`config.mk`:
```
export PLATFORM = sky130hd
export DESIGN_NAME = surface_request_validator_top
export DESIGN_NICKNAME = d
export VERILOG_FILES = /design/src/srv_pkg.sv /design/src/surface_request_validator_top.sv /design/src/srv_ctrl.sv /design/src/srv_dpath.sv
export VERILOG_INCLUDE_DIRS = /design/src /design/src/src
export SDC_FILE = /design/constraint.sdc
export NUM_CORES = 2
export LEC_CHECK = 0
export BUFFER_PORTS_ARGS = -buffer_cell sky130_fd_sc_hd__buf_2
export CAP_MARGIN = 20
export CORE_UTILIZATION = 40
export DETAILED_ROUTE_END_ITERATION = 12
export PLACE_DENSITY_LB_ADDON = 0.3
export SLEW_MARGIN = 20
export SYNTH_ARGS = -nofsm -noshare
export SYNTH_HDL_FRONTEND = slang
export SYNTH_SLANG_ARGS = --single-unit
```
`constraint.sdc`:
```
create_clock -name i_clk -period 13.26 [get_ports i_clk]
set_input_delay 1.326 -clock i_clk [delete_from_list [all_inputs] [get_ports i_clk]]
set_output_delay 1.326 -clock i_clk [all_outputs]
set_load 0.05 [all_outputs]
```
`src/surface_request_validator_top_assert.svh`:
```
// Assertion macros shared by the surface request validator modules.
`ifndef SURFACE_REQUEST_VALIDATOR_TOP_ASSERT_SVH
`define SURFACE_REQUEST_VALIDATOR_TOP_ASSERT_SVH

// Same-cycle implication, disabled while reset is held.
`define SRV_ASSERT_IMP(lbl, clk, rst_n, ante, cons) \
    lbl: assert property (@(posedge clk) disable iff (!rst_n) (ante) |-> (cons)) \
        else $error("surface request validator: implication check failed");

// Next-cycle implication, disabled while reset is held.
`define SRV_ASSERT_NXT(lbl, clk, rst_n, ante, cons) \
    lbl: assert property (@(posedge clk) disable iff (!rst_n) (ante) |=> (cons)) \
        else $error("surface request validator: next-cycle check failed");

`endif

```
`src/srv_pkg.sv`:
```
// Package: constants, codes and controller/datapath interface types.
`default_nettype none

package srv_pkg;

    localparam int SLOT_COUNT      = 8;
    localparam int WIDTH_LIMIT     = 1024;
    localparam int HEIGHT_LIMIT    = 1024;
    localparam int BYTES_PER_PIXEL = 4;
    localparam int WINDOW_BYTES    = 4194304;

    localparam int SLOT_IDX_W = (SLOT_COUNT > 1) ? $clog2(SLOT_COUNT) : 1;
    localparam int DIM_LIMIT  = (WIDTH_LIMIT > HEIGHT_LIMIT) ? WIDTH_LIMIT : HEIGHT_LIMIT;
    localparam int DIM_W      = $clog2(DIM_LIMIT + 1);
    localparam int BPP_W      = $clog2(BYTES_PER_PIXEL + 1);
    localparam int BYTES_W    = 32 + BPP_W;
    localparam int WIN_W      = $clog2(WINDOW_BYTES + 1);

    localparam int CMD_W     = 3;
    localparam int VER_W     = 16;
    localparam int WORD_W    = 32;
    localparam int COORD_W   = 16;
    localparam int STATUS_W  = 3;
    localparam int OUT_DIM_W = 11;
    localparam int DIFF_W    = COORD_W + 1;

    localparam logic [WORD_W-1:0]  WINDOW_WORD  = WORD_W'(WINDOW_BYTES);
    localparam logic [COORD_W-1:0] WIDTH_WORD   = COORD_W'(WIDTH_LIMIT);
    localparam logic [COORD_W-1:0] HEIGHT_WORD  = COORD_W'(HEIGHT_LIMIT);
    localparam logic [VER_W-1:0]   VERSION_INIT = VER_W'(1);

    localparam logic [CMD_W-1:0] CMD_CREATE  = 3'd0;
    localparam logic [CMD_W-1:0] CMD_WRITE   = 3'd1;
    localparam logic [CMD_W-1:0] CMD_READ    = 3'd2;
    localparam logic [CMD_W-1:0] CMD_FLIP    = 3'd3;
    localparam logic [CMD_W-1:0] CMD_DESTROY = 3'd4;

    localparam logic [STATUS_W-1:0] ST_OK          = 3'd0;
    localparam logic [STATUS_W-1:0] ST_BAD_VERSION = 3'd1;
    localparam logic [STATUS_W-1:0] ST_BAD_OP      = 3'd2;
    localparam logic [STATUS_W-1:0] ST_BAD_BOUNDS  = 3'd3;
    localparam logic [STATUS_W-1:0] ST_NO_SPACE    = 3'd4;
    localparam logic [STATUS_W-1:0] ST_BAD_HANDLE  = 3'd5;

    typedef struct packed {
        logic                load;
        logic                ptr_clr;
        logic                ptr_inc;
        logic                set_err;
        logic [STATUS_W-1:0] err_code;
        logic                mul;
        logic                scale;
        logic                commit;
    } t_dp_cmd;

    typedef struct packed {
        logic                early_err;
        logic [STATUS_W-1:0] early_code;
        logic                hit;
        logic                ptr_last;
        logic                is_create;
        logic                out_free;
    } t_dp_sts;

endpackage

`default_nettype wire

```
`src/surface_request_validator_top.sv`:
```
// Top level: surface request validator, controller plus datapath.
`default_nettype none

// Takes one surface request word at a time and returns one response word per
// request. A request is held from acceptance until its response is loaded into
// the output register; the next request is taken the cycle after that, even if
// the response is still stalled downstream. A request rejected on version,
// opcode, create size or a spent handle counter goes from the check straight to
// the result commit. Any other request runs a slot scan from slot 0, which
// visits one slot per cycle; a hit is followed by the rectangle product, the
// byte count scaling and the result commit, and a scan that finds no slot goes
// to the result commit with an error status. The commit waits while the output
// register still holds a stalled response.
// expected_version may be rewritten only while no request is in flight.

module surface_request_validator_top (
    input  logic                          i_clk,
    input  logic                          i_rst_n,
    input  logic                          i_cfg_wr_en,
    input  logic [srv_pkg::VER_W-1:0]     i_cfg_wr_data,
    input  logic                          i_valid,
    output logic                          o_stall,
    input  logic [srv_pkg::CMD_W-1:0]     i_command,
    input  logic [srv_pkg::VER_W-1:0]     i_req_version,
    input  logic                          i_reserved_set,
    input  logic [srv_pkg::WORD_W-1:0]    i_request_id,
    input  logic [srv_pkg::WORD_W-1:0]    i_surface_handle,
    input  logic [srv_pkg::COORD_W-1:0]   i_rect_x,
    input  logic [srv_pkg::COORD_W-1:0]   i_rect_y,
    input  logic [srv_pkg::COORD_W-1:0]   i_rect_width,
    input  logic [srv_pkg::COORD_W-1:0]   i_rect_height,
    input  logic [srv_pkg::WORD_W-1:0]    i_data_start,
    input  logic [srv_pkg::WORD_W-1:0]    i_data_size,
    output logic                          o_valid,
    input  logic                          i_stall,
    output logic [srv_pkg::WORD_W-1:0]    o_echo_id,
    output logic [srv_pkg::STATUS_W-1:0]  o_status,
    output logic [srv_pkg::WORD_W-1:0]    o_result_handle,
    output logic [srv_pkg::WORD_W-1:0]    o_flip_count,
    output logic [srv_pkg::OUT_DIM_W-1:0] o_surf_width,
    output logic [srv_pkg::OUT_DIM_W-1:0] o_surf_height
);
    import srv_pkg::*;

    t_dp_cmd dp_cmd;
    t_dp_sts dp_sts;

    srv_ctrl u_ctrl (
        .i_clk   (i_clk),
        .i_rst_n (i_rst_n),
        .i_valid (i_valid),
        .o_stall (o_stall),
        .i_sts   (dp_sts),
        .o_cmd   (dp_cmd)
    );

    srv_dpath u_dpath (
        .i_clk            (i_clk),
        .i_rst_n          (i_rst_n),
        .i_cfg_wr_en      (i_cfg_wr_en),
        .i_cfg_wr_data    (i_cfg_wr_data),
        .i_command        (i_command),
        .i_req_version    (i_req_version),
        .i_reserved_set   (i_reserved_set),
        .i_request_id     (i_request_id),
        .i_surface_handle (i_surface_handle),
        .i_rect_x         (i_rect_x),
        .i_rect_y         (i_rect_y),
        .i_rect_width     (i_rect_width),
        .i_rect_height    (i_rect_height),
        .i_data_start     (i_data_start),
        .i_data_size      (i_data_size),
        .i_stall          (i_stall),
        .o_valid          (o_valid),
        .o_echo_id        (o_echo_id),
        .o_status         (o_status),
        .o_result_handle  (o_result_handle),
        .o_flip_count     (o_flip_count),
        .o_surf_width     (o_surf_width),
        .o_surf_height    (o_surf_height),
        .i_cmd            (dp_cmd),
        .o_sts            (dp_sts)
    );

endmodule

`default_nettype wire

```
`src/srv_ctrl.sv`:
```
// Controller: sequences check, slot scan, size arithmetic and result commit.
`default_nettype none
`include "surface_request_validator_top_assert.svh"

module srv_ctrl (
    input  logic             i_clk,
    input  logic             i_rst_n,
    input  logic             i_valid,
    output logic             o_stall,
    input  srv_pkg::t_dp_sts i_sts,
    output srv_pkg::t_dp_cmd o_cmd
);
    import srv_pkg::*;

    localparam logic [2:0] S_IDLE   = 3'd0;
    localparam logic [2:0] S_CHECK  = 3'd1;
    localparam logic [2:0] S_SCAN   = 3'd2;
    localparam logic [2:0] S_MUL    = 3'd3;
    localparam logic [2:0] S_SCALE  = 3'd4;
    localparam logic [2:0] S_FINISH = 3'd5;

    logic [2:0] r_state;
    logic [2:0] n_state;
    t_dp_cmd    cmd;

    always_ff @(posedge i_clk) begin
        if (!i_rst_n) begin
            r_state <= S_IDLE;
        end else begin
            r_state <= n_state;
        end
    end

    always_comb begin
        n_state = r_state;
        cmd     = '0;
        unique case (r_state)
            S_IDLE: begin
                if (i_valid) begin
                    cmd.load = 1'b1;
                    n_state  = S_CHECK;
                end
            end
            S_CHECK: begin
                if (i_sts.early_err) begin
                    cmd.set_err  = 1'b1;
                    cmd.err_code = i_sts.early_code;
                    n_state      = S_FINISH;
                end else begin
                    cmd.ptr_clr = 1'b1;
                    n_state     = S_SCAN;
                end
            end
            S_SCAN: begin
                if (i_sts.hit) begin
                    n_state = S_MUL;
                end else if (i_sts.ptr_last) begin
                    cmd.set_err  = 1'b1;
                    cmd.err_code = i_sts.is_create ? ST_NO_SPACE : ST_BAD_HANDLE;
                    n_state      = S_FINISH;
                end else begin
                    cmd.ptr_inc = 1'b1;
                end
            end
            S_MUL: begin
                cmd.mul = 1'b1;
                n_state = S_SCALE;
            end
            S_SCALE: begin
                cmd.scale = 1'b1;
                n_state   = S_FINISH;
            end
            S_FINISH: begin
                if (i_sts.out_free) begin
                    cmd.commit = 1'b1;
                    n_state    = S_IDLE;
                end
            end
            default: begin
                n_state = S_IDLE;
            end
        endcase
    end

    assign o_stall = (r_state != S_IDLE);
    assign o_cmd   = cmd;

    `SRV_ASSERT_NXT(a_accept_to_check, i_clk, i_rst_n, i_valid && !o_stall, r_state == S_CHECK)
    `SRV_ASSERT_IMP(a_commit_needs_room, i_clk, i_rst_n, o_cmd.commit, i_sts.out_free)
    `SRV_ASSERT_NXT(a_scan_miss_ends, i_clk, i_rst_n,
        r_state == S_SCAN && !i_sts.hit && i_sts.ptr_last, r_state == S_FINISH)

endmodule

`default_nettype wire

```
`src/srv_dpath.sv`:
```
// Datapath: request latch, slot table, bounds arithmetic and result register.
`default_nettype none
`include "surface_request_validator_top_assert.svh"

module srv_dpath (
    input  logic                             i_clk,
    input  logic                             i_rst_n,
    input  logic                             i_cfg_wr_en,
    input  logic [srv_pkg::VER_W-1:0]        i_cfg_wr_data,
    input  logic [srv_pkg::CMD_W-1:0]        i_command,
    input  logic [srv_pkg::VER_W-1:0]        i_req_version,
    input  logic                             i_reserved_set,
    input  logic [srv_pkg::WORD_W-1:0]       i_request_id,
    input  logic [srv_pkg::WORD_W-1:0]       i_surface_handle,
    input  logic [srv_pkg::COORD_W-1:0]      i_rect_x,
    input  logic [srv_pkg::COORD_W-1:0]      i_rect_y,
    input  logic [srv_pkg::COORD_W-1:0]      i_rect_width,
    input  logic [srv_pkg::COORD_W-1:0]      i_rect_height,
    input  logic [srv_pkg::WORD_W-1:0]       i_data_start,
    input  logic [srv_pkg::WORD_W-1:0]       i_data_size,
    input  logic                             i_stall,
    output logic                             o_valid,
    output logic [srv_pkg::WORD_W-1:0]       o_echo_id,
    output logic [srv_pkg::STATUS_W-1:0]     o_status,
    output logic [srv_pkg::WORD_W-1:0]       o_result_handle,
    output logic [srv_pkg::WORD_W-1:0]       o_flip_count,
    output logic [srv_pkg::OUT_DIM_W-1:0]    o_surf_width,
    output logic [srv_pkg::OUT_DIM_W-1:0]    o_surf_height,
    input  srv_pkg::t_dp_cmd                 i_cmd,
    output srv_pkg::t_dp_sts                 o_sts
);
    import srv_pkg::*;

    logic [VER_W-1:0]    r_expected_version;
    logic [WORD_W-1:0]   r_counter;

    logic [CMD_W-1:0]    r_cmd;
    logic [VER_W-1:0]    r_ver;
    logic                r_rsv;
    logic [WORD_W-1:0]   r_id;
    logic [WORD_W-1:0]   r_hnd;
    logic [COORD_W-1:0]  r_x;
    logic [COORD_W-1:0]  r_y;
    logic [COORD_W-1:0]  r_w;
    logic [COORD_W-1:0]  r_h;
    logic [WORD_W-1:0]   r_start;
    logic [WORD_W-1:0]   r_size;

    logic                r_err;
    logic [STATUS_W-1:0] r_err_code;
    logic [SLOT_IDX_W-1:0] r_ptr;

    logic [WORD_W-1:0]   r_slot_handle [SLOT_COUNT];
    logic [DIM_W-1:0]    r_slot_width  [SLOT_COUNT];
    logic [DIM_W-1:0]    r_slot_height [SLOT_COUNT];
    logic [WORD_W-1:0]   r_slot_flips  [SLOT_COUNT];

    logic [WORD_W-1:0]   r_s_handle;
    logic [DIM_W-1:0]    r_s_width;
    logic [DIM_W-1:0]    r_s_height;
    logic [WORD_W-1:0]   r_s_flips;
    logic [WORD_W-1:0]   r_prod;
    logic [BYTES_W-1:0]  r_bytes;
    logic [WIN_W-1:0]    r_room;
    logic                r_start_ok;

    logic                r_o_valid;
    logic [WORD_W-1:0]   r_o_echo_id;
    logic [STATUS_W-1:0] r_o_status;
    logic [WORD_W-1:0]   r_o_handle;
    logic [WORD_W-1:0]   r_o_flips;
    logic [OUT_DIM_W-1:0] r_o_width;
    logic [OUT_DIM_W-1:0] r_o_height;

    logic                is_create;
    logic                size_bad;
    logic [STATUS_W-1:0] early_code;
    logic [WORD_W-1:0]   rd_handle;
    logic                hit;
    logic [DIFF_W-1:0]   room_x;
    logic [DIFF_W-1:0]   room_y;
    logic                rect_ok;
    logic                flips_max;
    logic [STATUS_W-1:0] fin_status;
    logic                fin_ok;
    logic                out_free;

    // Early checks, in request order
    assign is_create = (r_cmd == CMD_CREATE);
    assign size_bad  = (r_w == '0) || (r_h == '0) || (r_w > WIDTH_WORD) || (r_h > HEIGHT_WORD);

    always_comb begin
        if (r_ver != r_expected_version) begin
            early_code = ST_BAD_VERSION;
        end else if (r_rsv || (r_cmd > CMD_DESTROY)) begin
            early_code = ST_BAD_OP;
        end else if (is_create && size_bad) begin
            early_code = ST_BAD_BOUNDS;
        end else if (is_create && (r_counter == '0)) begin
            early_code = ST_NO_SPACE;
        end else begin
            early_code = ST_OK;
        end
    end

    assign rd_handle = r_slot_handle[r_ptr];
    assign hit = is_create ? (rd_handle == '0) : ((rd_handle == r_hnd) && (r_hnd != '0));

    // Rectangle and window checks on the captured slot
    assign room_x = DIFF_W'(r_s_width) - DIFF_W'(r_x);
    assign room_y = DIFF_W'(r_s_height) - DIFF_W'(r_y);
    assign rect_ok = (r_w != '0) && (r_h != '0)
                  && (DIFF_W'(r_x) <= DIFF_W'(r_s_width))
                  && (DIFF_W'(r_y) <= DIFF_W'(r_s_height))
                  && (DIFF_W'(r_w) <= room_x)
                  && (DIFF_W'(r_h) <= room_y)
                  && r_start_ok
                  && (BYTES_W'(r_size) == r_bytes)
                  && (r_bytes <= BYTES_W'(r_room));
    assign flips_max = (r_s_flips == '1);

    always_comb begin
        if (r_err) begin
            fin_status = r_err_code;
        end else begin
            unique case (r_cmd) inside
                CMD_CREATE:          fin_status = ST_OK;
                CMD_WRITE, CMD_READ: fin_status = rect_ok ? ST_OK : ST_BAD_BOUNDS;
                CMD_FLIP:            fin_status = flips_max ? ST_NO_SPACE : ST_OK;
                CMD_DESTROY:         fin_status = ST_OK;
                default:             fin_status = ST_BAD_OP;
            endcase
        end
    end
    assign fin_ok   = (fin_status == ST_OK);
    assign out_free = !r_o_valid || !i_stall;

    always_ff @(posedge i_clk) begin
        if (!i_rst_n) begin
            r_expected_version <= VERSION_INIT;
        end else if (i_cfg_wr_en) begin
            r_expected_version <= i_cfg_wr_data;
        end
    end

    always_ff @(posedge i_clk) begin
        if (i_cmd.load) begin
            r_cmd   <= i_command;
            r_ver   <= i_req_version;
            r_rsv   <= i_reserved_set;
            r_id    <= i_request_id;
            r_hnd   <= i_surface_handle;
            r_x     <= i_rect_x;
            r_y     <= i_rect_y;
            r_w     <= i_rect_width;
            r_h     <= i_rect_height;
            r_start <= i_data_start;
            r_size  <= i_data_size;
        end
        if (i_cmd.set_err) begin
            r_err_code <= i_cmd.err_code;
        end
        if (i_cmd.mul) begin
            r_prod     <= WORD_W'(r_w) * WORD_W'(r_h);
            r_s_handle <= rd_handle;
            r_s_width  <= r_slot_width[r_ptr];
            r_s_height <= r_slot_height[r_ptr];
            r_s_flips  <= r_slot_flips[r_ptr];
        end
        if (i_cmd.scale) begin
            r_bytes    <= BYTES_W'(r_prod) * BYTES_W'(BYTES_PER_PIXEL);
            r_start_ok <= (r_start <= WINDOW_WORD);
            r_room     <= WIN_W'(WINDOW_WORD - r_start);
        end
    end

    always_ff @(posedge i_clk) begin
        if (!i_rst_n) begin
            r_err     <= 1'b0;
            r_ptr     <= '0;
            r_counter <= WORD_W'(1);
        end else begin
            if (i_cmd.load) begin
                r_err <= 1'b0;
            end else if (i_cmd.set_err) begin
                r_err <= 1'b1;
            end
            if (i_cmd.ptr_clr) begin
                r_ptr <= '0;
            end else if (i_cmd.ptr_inc) begin
                r_ptr <= r_ptr + SLOT_IDX_W'(1);
            end
            if (i_cmd.commit && fin_ok && is_create) begin
                r_counter <= r_counter + WORD_W'(1);
            end
        end
    end

    always_ff @(posedge i_clk) begin
        if (!i_rst_n) begin
            for (int i = 0; i < SLOT_COUNT; i++) begin
                r_slot_handle[i] <= '0;
            end
        end else if (i_cmd.commit && fin_ok) begin
            if (is_create) begin
                r_slot_handle[r_ptr] <= r_counter;
            end else if (r_cmd == CMD_DESTROY) begin
                r_slot_handle[r_ptr] <= '0;
            end
        end
    end

    always_ff @(posedge i_clk) begin
        if (i_cmd.commit && fin_ok) begin
            if (is_create) begin
                r_slot_width[r_ptr]  <= DIM_W'(r_w);
                r_slot_height[r_ptr] <= DIM_W'(r_h);
                r_slot_flips[r_ptr]  <= '0;
            end else if (r_cmd == CMD_FLIP) begin
                r_slot_flips[r_ptr]  <= r_s_flips + WORD_W'(1);
            end
        end
    end

    always_ff @(posedge i_clk) begin
        if (!i_rst_n) begin
            r_o_valid <= 1'b0;
        end else if (i_cmd.commit) begin
            r_o_valid <= 1'b1;
        end else if (!i_stall) begin
            r_o_valid <= 1'b0;
        end
    end

    always_ff @(posedge i_clk) begin
        if (i_cmd.commit) begin
            r_o_echo_id <= r_id;
            r_o_status  <= fin_status;
            if (!fin_ok) begin
                r_o_handle <= r_hnd;
                r_o_flips  <= '0;
                r_o_width  <= '0;
                r_o_height <= '0;
            end else if (is_create) begin
                r_o_handle <= r_counter;
                r_o_flips  <= '0;
                r_o_width  <= OUT_DIM_W'(r_w);
                r_o_height <= OUT_DIM_W'(r_h);
            end else begin
                r_o_handle <= r_s_handle;
                r_o_flips  <= (r_cmd == CMD_FLIP) ? r_s_flips + WORD_W'(1) : r_s_flips;
                r_o_width  <= OUT_DIM_W'(r_s_width);
                r_o_height <= OUT_DIM_W'(r_s_height);
            end
        end
    end

    always_comb begin
        o_sts            = '0;
        o_sts.early_err  = (early_code != ST_OK);
        o_sts.early_code = early_code;
        o_sts.hit        = hit;
        o_sts.ptr_last   = (r_ptr == SLOT_IDX_W'(SLOT_COUNT - 1));
        o_sts.is_create  = is_create;
        o_sts.out_free   = out_free;
    end

    assign o_valid         = r_o_valid;
    assign o_echo_id       = r_o_echo_id;
    assign o_status        = r_o_status;
    assign o_result_handle = r_o_handle;
    assign o_flip_count    = r_o_flips;
    assign o_surf_width    = r_o_width;
    assign o_surf_height   = r_o_height;

    `SRV_ASSERT_IMP(a_result_from_commit, i_clk, i_rst_n, $rose(r_o_valid), $past(i_cmd.commit))
    `SRV_ASSERT_NXT(a_counter_stays_spent, i_clk, i_rst_n, r_counter == '0, r_counter == '0)
    `SRV_ASSERT_IMP(a_ptr_in_table, i_clk, i_rst_n, 1'b1,
        r_ptr <= SLOT_IDX_W'(SLOT_COUNT - 1))

endmodule

`default_nettype wire

```
Word level (Yosys, flattened, before mapping). Memories as Yosys holds them, arrays and structs flattened. A register that Yosys moved wholly into a read port is not among the register bits. Index checks and enable logic that the tools add are counted.

Eq/ne operators: 18. Bitwise logic cells: 4. Multiply operators: 1. Magnitude comparators: 9. $add $sub $neg: 6. Muxes and demuxes: 59. Reduce and logical (&&, ||, !) cells: 39.

Operator list (count): two-way mux 32 bit (6); adder 32 x 1 -> 32 bit (second input constant) (2); logical NOT 32 bit (2); two-way mux 3 bit (14); equality test 32 x 34 -> 1 bit (1); <= comparator 16 x 17 -> 1 bit (2); <= comparator 34 x 23 -> 1 bit (1); subtractor 11 x 16 -> 17 bit (2); equality test 32 bit (1); equality test 32 bit (second input constant) (1); > comparator 16 x 11 -> 1 bit (second input constant) (2); <= comparator 16 x 11 -> 1 bit (2); <= comparator 32 x 23 -> 1 bit (second input constant) (1); logical NOT 16 bit (2); multiplier 16 x 16 -> 32 bit (1); nonzero test 16 bit (2); nonzero test 32 bit (1); OR reduction 32 bit (1); two-way mux 1 bit (30); subtractor 23 bit (first input constant) (1); two-way mux 11 bit (2); one-hot mux 3 bit (6 select lines) (1); != test 16 bit (1); logical AND 1 bit (13); other kinds (21) (44).

Memories: 4. Bits in registers: 512. Output and inout bits: 123. Input bits: 233. Bits in writable memories: 688.

Memory list: u_dpath.r_slot_flips (depth 8, width 32, rd ports 1, clocked after Yosys merged registers in 1, wr ports 1, RTL line srv_dpath.sv:56) `logic [WORD_W-1:0] r_slot_flips [SLOT_COUNT];`; u_dpath.r_slot_handle (depth 8, width 32, rd ports 1, clocked after Yosys merged registers in 1, wr ports 8, RTL line srv_dpath.sv:53) `logic [WORD_W-1:0] r_slot_handle [SLOT_COUNT];`; u_dpath.r_slot_height (depth 8, width 11, rd ports 1, clocked after Yosys merged registers in 1, wr ports 1, RTL line srv_dpath.sv:55) `logic [DIM_W-1:0] r_slot_height [SLOT_COUNT];`; u_dpath.r_slot_width (depth 8, width 11, rd ports 1, clocked after Yosys merged registers in 1, wr ports 1, RTL line srv_dpath.sv:54) `logic [DIM_W-1:0] r_slot_width [SLOT_COUNT];`.

Logic depth before layout (Yosys ltp).
Word-level depth: 20. Gate-level depth with buffers: 26. Depth with buffers taken out: 24.

Modules after synthesis. A second synthesis with hierarchy kept.

Cells, all modules: 4338. Area, all modules: 58991.6 µm².

Modules (own cells, without submodules): srv_dpath (area each 58680.0 µm², cells each 4294, instances 1); srv_ctrl (area each 311.5 µm², cells each 44, instances 1).

Worst setup path after synthesis. OpenSTA, ideal clock, no wires.

Path type: input to register. From: input i_valid. To: register u_dpath.r_cmd[0] (enable). Cell stages on the path: 2. Data arrival time: 10.101 ns. Slack: 2.369 ns. Library setup time: 0.790 ns. Data required time: 12.470 ns. Path through: inv_1 -> nor2_1.

RTL lines: from (decl) (RTL line surface_request_validator_top.sv:21) `input logic i_valid,`; to (signal assigned) (RTL line srv_dpath.sv:148) `r_cmd <= i_command;`; to (decl) (RTL line srv_dpath.sv:37) `logic [CMD_W-1:0] r_cmd;`.

Worst setup path in the final report.
From: register u_dpath.r_h[2]. To: register u_dpath.r_prod[31] (data pin).

Cells in the longest elaborated chain, start to end: 1.

Ends and longest elaborated chain: from (decl) (RTL line srv_dpath.sv:45) `logic [COORD_W-1:0] r_h;`; from (signal assigned) (RTL line srv_dpath.sv:156) `r_h <= i_rect_height;`; multiplier 16 x 16 -> 32 bit (RTL line srv_dpath.sv:164) `r_prod <= WORD_W'(r_w) * WORD_W'(r_h);`; to (signal assigned) (RTL line srv_dpath.sv:164); to (decl) (RTL line srv_dpath.sv:62) `logic [WORD_W-1:0] r_prod;`.

No other way between the ends. A chain may end at the register's enable or synchronous reset.

==> qor.csv <==
metric,value,unit
outcome,finished clean,
drt drc,0,
core area,0.1478,mm2
GRT Total Usage,21.70,%
post-synthesis mux area share,3.534,%
Final Hold Fails,0,
crit path max fanout,27,
largest net degree at the start of global routing,144,
Static Leakage,24.88,nW
Placer Congestion,0.8630,
setup bufs post-CTS,0,
xor-xnor portion of the synthesized cell area,3.039,%
first-pass GRT wire length,244.2,mm
largest family of logic cells by synthesized area,simple AND/OR/NAND/NOR gates,
Post-Layout Cell Count,6838,
Syn Inst Count,4426,
DR iter-0 viols,3273,
post-synthesis net count,5040,
GRT overflow,0,
"most used cell, CP",fa_1,
RSZ-0062 raised after global routing,false,
synthesized area,0.05966,mm2
die height,388.2,um
Initial Utilization,40.36,%
router iterations before antenna repair,6,
# resized after CTS,0,
Synth Register Bits,1257,
clock net sink count,1257,
area of the multi-input gates,0.02067,mm2
crit path cell chain,"nand2_1, fa_1, inv_1, fa_1, inv_1, fa_1, inv_1, fa_1, inv_1, fa_1, inv_1, fa_1, ha_1, a21oi_1, o21ai_0, a22oi_1, a211oi_1, o31a_1, o31a_1, a221o_1, a21oi_1, xnor2_1",
placed cells,6574,
WL/cell,24.10,um
crit path time final,7.372,ns
worst setup path class,flip-flop to flip-flop,
cts hold-fix bufs,0,
Synth Area in Simple Gates,10.72,%
CP max-delay cell,edfxtp_1,
Yosys cell types,79,
number of global-route vias before repair,37030,
yosys warns,0,
Worst-Skew Late Latency,0.78,ns
actual slew at the worst max-slew pin,1.190,ns
Nets,5401,
Num CTS Buffers,140,
Setup-failing EPs final,0,
HP Class,flip-flop to flip-flop,
max incr delay on CP,1.00,ns
Die Wd,388.2,um
Critical Path AT,7.86,ns
Max Cap Viol,0,
WL final,164.8,mm
Worst Path Required,13.75,ns
ys flop type,edfxtp_1,
"Area growth, synth to finish",14.58,%
Fill cells,13080,
CTS clock-pin slew for the worst setup and hold paths,0.06,ns
"delay-heaviest family, CP",adder cells,
syn_area_per_cell,13.48,um2
crit path capture type,flip-flop,
remaining antenna violation count,0,
maximum achievable frequency,135.6,MHz
routed vias,37630,
clock root cell,clkbuf_16,
Synth Area in Adders,10.46,%
"Seq/Total Area, Yosys",62.28,%
peak supply drop,0.4604,mV
Cell Rows,141,
FF+latch area,0.03716,mm2
Async SR Flop Fraction,0,%
Fin Setup TNS,0,ns
drt via density,5.504,
CP Buf/Inv Count,5,
number of synthesized flops with an enable pin,1198,
CTS Buffer Depth,3,
CTS tree,built,
final max-slew violation count,0,
Synth Area in Compound Gates,6.482,%
Clock H-tree levels,4,
initial antenna violation count,11,
Setup crit start kind,flip-flop,
number of port buffers,355,
I/O pin cnt,356,
DP HPWL,107.6,mm
Die ar.,0.1507,mm2
Power Dens Cells,202.0,mW/mm2
Final period util,55.60,%
share of layout cells above drive strength 1,15.59,%
slew margin rel.,20.66,%
Final Skew,0.04151,ns
## flip-flops by register name, indices dropped and copies added, names as in the netlist, 88 cells and up, named ones only
signal,flops
u_dpath.r_slot_width,88
u_dpath.r_slot_handle,256
u_dpath.r_slot_flips,256
u_dpath.r_slot_height,88
## worst reg2reg max path, delay by kind of cell (launching register included)
| family | cells | cell delay (ns) |
|---|---|---|
| buffers and inverters | 5 | 0.27 |
| AND/OR/NAND/NOR | 1 | 0.22 |
| adder cells (fa/ha/maj) | 7 | 3.38 |
| XOR/XNOR | 1 | 0.08 |
| flip-flops | 1 | 1.00 |
| AO/OA/AOI/OAI | 8 | 2.15 |
## path summary, 6_finish.rpt
check	startpoint	end	slack (ns)	cells past startpoint
hold / removal	u_dpath.r_id[15]	u_dpath.o_echo_id[15]	0.40	0
setup reg to reg	u_dpath.r_h[2]	u_dpath.r_prod[31]	5.89	22
setup / recovery	u_dpath.r_h[2]	u_dpath.r_prod[31]	5.89	22
hold reg to reg	u_dpath.r_id[15]	u_dpath.o_echo_id[15]	0.40	0
## synth_stat cells (all sizes together) (34+ instances only)
library cell	n	area share [%]
dfxtp	59	2.0
o21ai	78	0.65
buf	59	0.56
and2	94	0.99
xnor2	121	1.8
nor2	423	2.7
a21oi	98	0.82
mux2i	106	1.8
nor3	74	0.62
ha	185	3.9
fa	196	6.6
nand2	385	2.4
nand3	46	0.39
a22oi	221	2.8
edfxtp	1198	60
a21o	34	0.43
nor4	61	0.70
inv	307	1.9
mux4	41	1.5
xor2	86	1.3
nand4	106	1.2
nand2b	39	0.41
clkbuf	159	1.0
## report_power, final
part / switching [mW] / internal, mW / leakage (nW)
registers: 0.114 / 4.79 / 11.8
clock network: 1.64 / 2.17 / 2.18
logic: 3.03 / 2.07 / 10.9
total: 4.78 / 9.03 / 24.9
## per-stage QoR
stage	total power, mW	worst slack [ns]	hold slack [ns]	cell area, um2	utilization [%]
after floorplan	8.784	2.369	0.4003	59660	-
after global placement	10.08	6.063	0.4010	63790	43.15
after detailed placement	10.10	5.976	0.4045	63820	43.17
after CTS	13.93	5.940	0.4051	68330	46.22
after global routing	14.71	5.467	0.4054	68350	46.23
final	13.81	5.888	0.4041	68360	46.24
## metal layers
layer / routed length [um] / share of wire, % / global-route usage, %
met4: 5346 / 3.2 / 7.661
met1: 69310 / 42 / 29.54
met3: 11520 / 7.0 / 3.415
met2: 78630 / 48 / 35.24
met5: 25 / 0.015 / 0
## placed cells by master (no fill, tap or decap), types with 16 or more instances in the layout
cell       instances
nand2b_1          39
mux2i_1          106
nor4_1            55
nand3_1           45
nor2_1           403
a221oi_1          17
dfxtp_1           57
nand2_1          384
clkinv_1          26
ha_1             185
buf_4             79
clkinv_2          16
buf_2            355
a21o_1            34
clkbuf_16        142
edfxtp_1        1198
o21ai_0           70
xnor2_1          121
nor3_1            73
and2_1            93
and3_1            22
a21oi_1           98
mux4_2            41
fa_1             196
xor2_1            86
or4_1             20
a22oi_1          221
nand4_1           99
clkbuf_1          34
inv_1            305
## kinds of logic (layout without fill, tap and decap cells)
| logic type | after synthesis | count (layout) |
|---|---|---|
| XOR/XNOR | 207 | 207 |
| AND/OR/NAND/NOR | 1338 | 1338 |
| AO/OA/AOI/OAI | 560 | 560 |
| other | 0 | 7 |
| buffers and inverters | 525 | 1000 |
| flip-flops | 1257 | 1257 |
| multiplexers | 158 | 158 |
| adder cells (fa/ha/maj) | 381 | 381 |
## final cells by class
class	count	share of cell area [%]
flip-flops and latches	1257	54.36
multi-input cells	2644	30.23
clock buffers	178	5.425
repair buffers	437	3.558
well taps	1930	3.532
inverters	307	1.693
clock inverters	78	1.177
diodes	7	0.02562
Power figures use the tool's default switching activity.
